File: src/skysv_pkg.sv
// shared types and constants of the skyline triangular solver
package skysv_pkg;

  typedef enum logic [2:0] {
    OP_PTR   = 3'd0,
    OP_LOWER = 3'd1,
    OP_UPPER = 3'd2,
    OP_DIAG  = 3'd3,
    OP_RHS   = 3'd4,
    OP_START = 3'd5
  } opcode_e;

  typedef enum logic [1:0] {
    ST_OK  = 2'd0,
    ST_FWD = 2'd1,
    ST_BCK = 2'd2
  } status_e;

  localparam logic CFG_SIZE = 1'b0;
  localparam logic CFG_THR  = 1'b1;

  typedef struct packed {
    logic idle;
    logic ptr_rd;
    logic ptr_hi;
    logic ptr_row_j;
    logic ptr_lo_ld;
    logic fwd_len;
    logic mac_issue;
    logic back_issue;
    logic diag_rd;
    logic back_pass;
    logic div_start;
    logic y_wr;
    logic x_wr;
    logic emit_rd;
    logic emit_ld;
    logic stat_ld;
  } skysv_cmd_t;

  typedef struct packed {
    logic start;
    logic mac_done;
    logic drained;
    logic small_div;
    logic div_done;
    logic row_last;
    logic row_zero;
    logic j_end;
    logic out_free;
    logic emit_last;
  } skysv_sts_t;

endpackage

File: src/skysv_ctrl.sv
// controller: sequences the forward pass, back pass and result emission
module skysv_ctrl import skysv_pkg::*; (
  input  logic       clk_i,
  input  logic       rst_ni,
  input  skysv_sts_t sts_i,
  output skysv_cmd_t cmd_o
);

  typedef enum logic [17:0] {
    S_IDLE  = 18'h00001,
    S_FPTR0 = 18'h00002,
    S_FPTR1 = 18'h00004,
    S_FLEN  = 18'h00008,
    S_FMAC  = 18'h00010,
    S_FDIAG = 18'h00020,
    S_FCHK  = 18'h00040,
    S_FDIV  = 18'h00080,
    S_BJ0   = 18'h00100,
    S_BJ1   = 18'h00200,
    S_BJ2   = 18'h00400,
    S_BDIAG = 18'h00800,
    S_BCHK  = 18'h01000,
    S_BDIV  = 18'h02000,
    S_ERD   = 18'h04000,
    S_ELD   = 18'h08000,
    S_FSTAT = 18'h10000,
    S_BSTAT = 18'h20000
  } state_e;

  state_e state_q, state_d;

  always_comb begin
    cmd_o   = '0;
    state_d = state_q;
    case (state_q)
      S_IDLE: begin
        cmd_o.idle = 1'b1;
        if (sts_i.start) state_d = S_FPTR0;
      end
      S_FPTR0: begin
        cmd_o.ptr_rd = 1'b1;
        state_d = S_FPTR1;
      end
      S_FPTR1: begin
        cmd_o.ptr_rd    = 1'b1;
        cmd_o.ptr_hi    = 1'b1;
        cmd_o.ptr_lo_ld = 1'b1;
        state_d = S_FLEN;
      end
      S_FLEN: begin
        cmd_o.fwd_len = 1'b1;
        state_d = S_FMAC;
      end
      S_FMAC: begin
        if (sts_i.mac_done) begin
          state_d = S_FDIAG;
        end else begin
          cmd_o.mac_issue = 1'b1;
        end
      end
      S_FDIAG: begin
        if (sts_i.drained) begin
          cmd_o.diag_rd = 1'b1;
          state_d = S_FCHK;
        end
      end
      S_FCHK: begin
        if (sts_i.small_div) begin
          state_d = S_FSTAT;
        end else begin
          cmd_o.div_start = 1'b1;
          state_d = S_FDIV;
        end
      end
      S_FDIV: begin
        if (sts_i.div_done) begin
          cmd_o.y_wr = 1'b1;
          state_d = sts_i.row_last ? S_BJ0 : S_FPTR0;
        end
      end
      S_BJ0: begin
        if (sts_i.j_end) begin
          state_d = S_BDIAG;
        end else begin
          cmd_o.ptr_rd    = 1'b1;
          cmd_o.ptr_row_j = 1'b1;
          state_d = S_BJ1;
        end
      end
      S_BJ1: begin
        cmd_o.ptr_rd    = 1'b1;
        cmd_o.ptr_hi    = 1'b1;
        cmd_o.ptr_row_j = 1'b1;
        cmd_o.ptr_lo_ld = 1'b1;
        state_d = S_BJ2;
      end
      S_BJ2: begin
        cmd_o.back_issue = 1'b1;
        state_d = S_BJ0;
      end
      S_BDIAG: begin
        cmd_o.back_pass = 1'b1;
        if (sts_i.drained) begin
          cmd_o.diag_rd = 1'b1;
          state_d = S_BCHK;
        end
      end
      S_BCHK: begin
        cmd_o.back_pass = 1'b1;
        if (sts_i.small_div) begin
          state_d = S_BSTAT;
        end else begin
          cmd_o.div_start = 1'b1;
          state_d = S_BDIV;
        end
      end
      S_BDIV: begin
        if (sts_i.div_done) begin
          cmd_o.x_wr = 1'b1;
          state_d = sts_i.row_zero ? S_ERD : S_BJ0;
        end
      end
      S_ERD: begin
        cmd_o.emit_rd = 1'b1;
        state_d = S_ELD;
      end
      S_ELD: begin
        if (sts_i.out_free) begin
          cmd_o.emit_ld = 1'b1;
          state_d = sts_i.emit_last ? S_IDLE : S_ERD;
        end
      end
      S_FSTAT: begin
        if (sts_i.out_free) begin
          cmd_o.stat_ld = 1'b1;
          state_d = S_IDLE;
        end
      end
      S_BSTAT: begin
        cmd_o.back_pass = 1'b1;
        if (sts_i.out_free) begin
          cmd_o.stat_ld = 1'b1;
          state_d = S_IDLE;
        end
      end
      default: state_d = S_IDLE;
    endcase
  end

  always_ff @(posedge clk_i or negedge rst_ni) begin
    if (!rst_ni) begin
      state_q <= S_IDLE;
    end else begin
      state_q <= state_d;
    end
  end

endmodule

File: config.mk
export PLATFORM = sky130hd
export DESIGN_NAME = skysv_ctrl
export DESIGN_NICKNAME = d
export VERILOG_FILES = /design/src/skysv_pkg.sv /design/src/skysv_ctrl.sv
export SDC_FILE = /design/constraint.sdc
export NUM_CORES = 1
export LEC_CHECK = 0
export BUFFER_PORTS_ARGS = -buffer_cell sky130_fd_sc_hd__buf_2
export CORE_MARGIN = 5
export CORE_UTILIZATION = 61
export CTS_BUF_LIST = sky130_fd_sc_hd__clkbuf_8
export DETAILED_ROUTE_END_ITERATION = 8
export PLACE_DENSITY = 0.86
export SYNTH_ARGS = -nofsm -noshare
export SYNTH_HDL_FRONTEND = slang
export SYNTH_SLANG_ARGS = --single-unit
File: constraint.sdc
create_clock -name clk_i -period 4.53 [get_ports clk_i]
set_input_delay 0.6795 -clock clk_i [delete_from_list [all_inputs] [get_ports clk_i]]
set_output_delay 0.6795 -clock clk_i [all_outputs]
set_load 0.005 [all_outputs]
==> results_dict.tcl <==
set metrics [dict create \
    cts.sinks 18 \
    cp.arrival_ps 2660 \
    synthDistinctLibCells 50 \
    syn-instance-count 159 \
    syn_avg_cell_area_um2 9.065 \
    fin_tns_setup_ps 0 \
    grt_use_total 0.2215 \
    first_iter_violations 53 \
    outcome "complete, no violations" \
    clk_pin_slew_worst_paths_ps 70 \
    required_ps 3850 \
    cap_viol_max_count 0 \
    rsz0062_at_grt "false" \
    overflow 0 \
    ir_worst_vdd_mv 0.3459 \
    die_area_mm2 0.003435 \
    crit_path_end_kind "output port" \
    setup_violations 0 \
    hpwl_um 2560 \
    drv_slew 0 \
    grt_pass1_vias 1312 \
    pin_count 28 \
    power_density_mw_per_mm2 393.8 \
    drive_above_1_share 0.2640 \
    fin_nets 191 \
    routedWlPerCell_um 16.68 \
    gp_congestion 0.9628 \
    skew_ps 0.8503 \
    start_util 0.6454 \
    core_region_area_mm2 0.002233 \
    ys_ff_latch 18 \
    worst_pin_slew_ps 661.0 \
    hold_violations 0 \
    drc 0 \
    synth_nets 171 \
    synthArstFlopShare 1.000 \
    ant_nets 0 \
    clock-root-buffer "clkbuf_8" \
    antenna_found_initial 0 \
    clk_latency_ps 260 \
    hold_buffers 0 \
    layout_min_cycle_time_ps 3338 \
    final_cell_mix "27 x buf_2, 22 x nor2_1, 17 x dfrtp_1" \
    drt-total-wl_um 3437 \
    htree_num_levels 1 \
    cp-start-kind "register" \
    cts_buffer_depth 2 \
    postCtsSetupBuffers 0 \
    areaGrowthSynthToFinish_pct 5.121 \
    critPathMaxFanout 10 \
    numCtsBuffers 3 \
    p_leak_nw 0.7678 \
    fillers 190 \
    seq_area_frac_synth 0.3134 \
    hold_path_class "in -> async" \
    top_regs "state_q: 18 flops" \
    max_clock_freq_ghz 0.2996 \
    n_antenna_cell 0 \
    placementRows 17 \
    portBuffers 27 \
    ys_warn_count 0 \
    cts_tree "built" \
    synth_edf_count 0 \
    fin_crit_sh 0.7369 \
    fp.dieH_um 58.61 \
    max_flop_register "state_q" \
    synth_ff_type "dfrtp_1" \
    grt_max_degree 19 \
    mostFrequentLayoutCell "buf_2" \
    via_count 1319 \
    die_x_um 58.61 \
    dr.pass1.iters 4 \
    cts_resized 0 \
    finalPower_uw 596.7 \
    grt_pass1_wl_um 5920 \
    largest_reg_flops 18 \
    netlist_area_mm2 0.001441 \
    slew_headroom 0.5552 \
    vias_per_cell 6.403 \
    critPathKind "reg -> out" \
]
[path summary, 6_finish.rpt]
kind / cells after the start / end / slack [ps] / from
min in group clk_i: 2 / state_q[0]$_DFFE_PN1P_ / 570 / state_q[0]$_DFFE_PN1P_
hold / removal: 1 / state_q[5]$_DFFE_PN0P_ / 340 / rst_ni
max in group asynchronous: 1 / state_q[0]$_DFFE_PN1P_ / 3860 / rst_ni
setup / recovery: 6 / cmd_o[13] / 1190 / state_q[5]$_DFFE_PN0P_
hold reg to reg: 2 / state_q[0]$_DFFE_PN1P_ / 570 / state_q[0]$_DFFE_PN1P_
setup reg to reg: 6 / state_q[0]$_DFFE_PN1P_ / 2000 / state_q[1]$_DFFE_PN0P_
[metrics by stage]
step,hold WS [ps],utilization,std cells,instance area (um2),setup WS [ps]
finish,343.8,0.6784,206,1515,1192
global route,377.0,0.6784,206,1515,1005
CTS,359.1,0.6784,206,1515,1246
detailed placement,558.3,0.6538,202,1460,1549
global placement,538.6,0.6538,202,1460,1566
floorplan,383.9,-,159,1441,1610
[synth_stat cells, types with 2 or more instances]
library cell / number / share of area
a21oi_1: 7 / 0.024
and2_1: 4 / 0.017
and3_1: 2 / 0.0087
and3b_1: 2 / 0.012
and4b_1: 2 / 0.014
buf_12: 2 / 0.028
buf_4: 6 / 0.031
buf_6: 2 / 0.016
dfrtp_1: 17 / 0.30
inv_1: 5 / 0.013
nand2_1: 9 / 0.023
nand3_1: 2 / 0.0069
nand3b_1: 4 / 0.021
nand4_1: 5 / 0.022
nor2_1: 22 / 0.057
nor3_1: 8 / 0.028
nor3b_1: 8 / 0.042
nor4_1: 6 / 0.026
o21ai_0: 4 / 0.014
o21ai_1: 3 / 0.010
or2_1: 2 / 0.0087
or3_2: 2 / 0.010
or4_4: 3 / 0.023
xnor2_1: 5 / 0.030
xor2_1: 2 / 0.012
[layout make-up]
| type | instances | area, um2 | area share |
|---|---|---|---|
| multi-input combinational | 123 | 812.0 | 0.5359 |
| sequential | 18 | 451.7 | 0.2981 |
| timing repair buffer | 28 | 142.6 | 0.09414 |
| clock buffer | 4 | 55.05 | 0.03633 |
| tap | 28 | 35.03 | 0.02312 |
| inverter | 5 | 18.77 | 0.01239 |
[report_power, final]
part / switching (mW) / total, mW / internal (mW) / leakage (nW)
registers: 0.0297 / 0.209 / 0.179 / 0.246
clock network: 0.0579 / 0.135 / 0.0774 / 0.0288
logic: 0.138 / 0.253 / 0.115 / 0.493
total: 0.225 / 0.597 / 0.371 / 0.768
[routing by layer]
metal  up-vias  global-route usage  share of wire  wire length (um)
li1        620                   -              -                 -
met1       633              0.2890           0.44              1505
met2        59              0.3525           0.48              1658
met3         7             0.03509          0.059               203
met4         0              0.1165          0.020                70
met5         -                   0              0                 0
[critical path: stages (launching register included)]
cell and delay [ps]:
dfrtp_1 470, nor4_1 620, nand4_1 320, or3_2 510, nor3b_1 230, or2_1 140, buf_2 110
[logic make-up (layout without fill, tap and decap cells)]
| family | after synthesis | count (layout) | synth area share |
|---|---|---|---|
| AOI/OAI and AO/OA | 25 | 25 | 0.1259 |
| and+or+nand+nor | 91 | 91 | 0.3950 |
| DFF | 18 | 18 | 0.3134 |
| buffers and inverters | 18 | 37 | 0.1233 |
| xor gates and xnor gates | 7 | 7 | 0.04254 |
(Power assumes the default switching activity.)
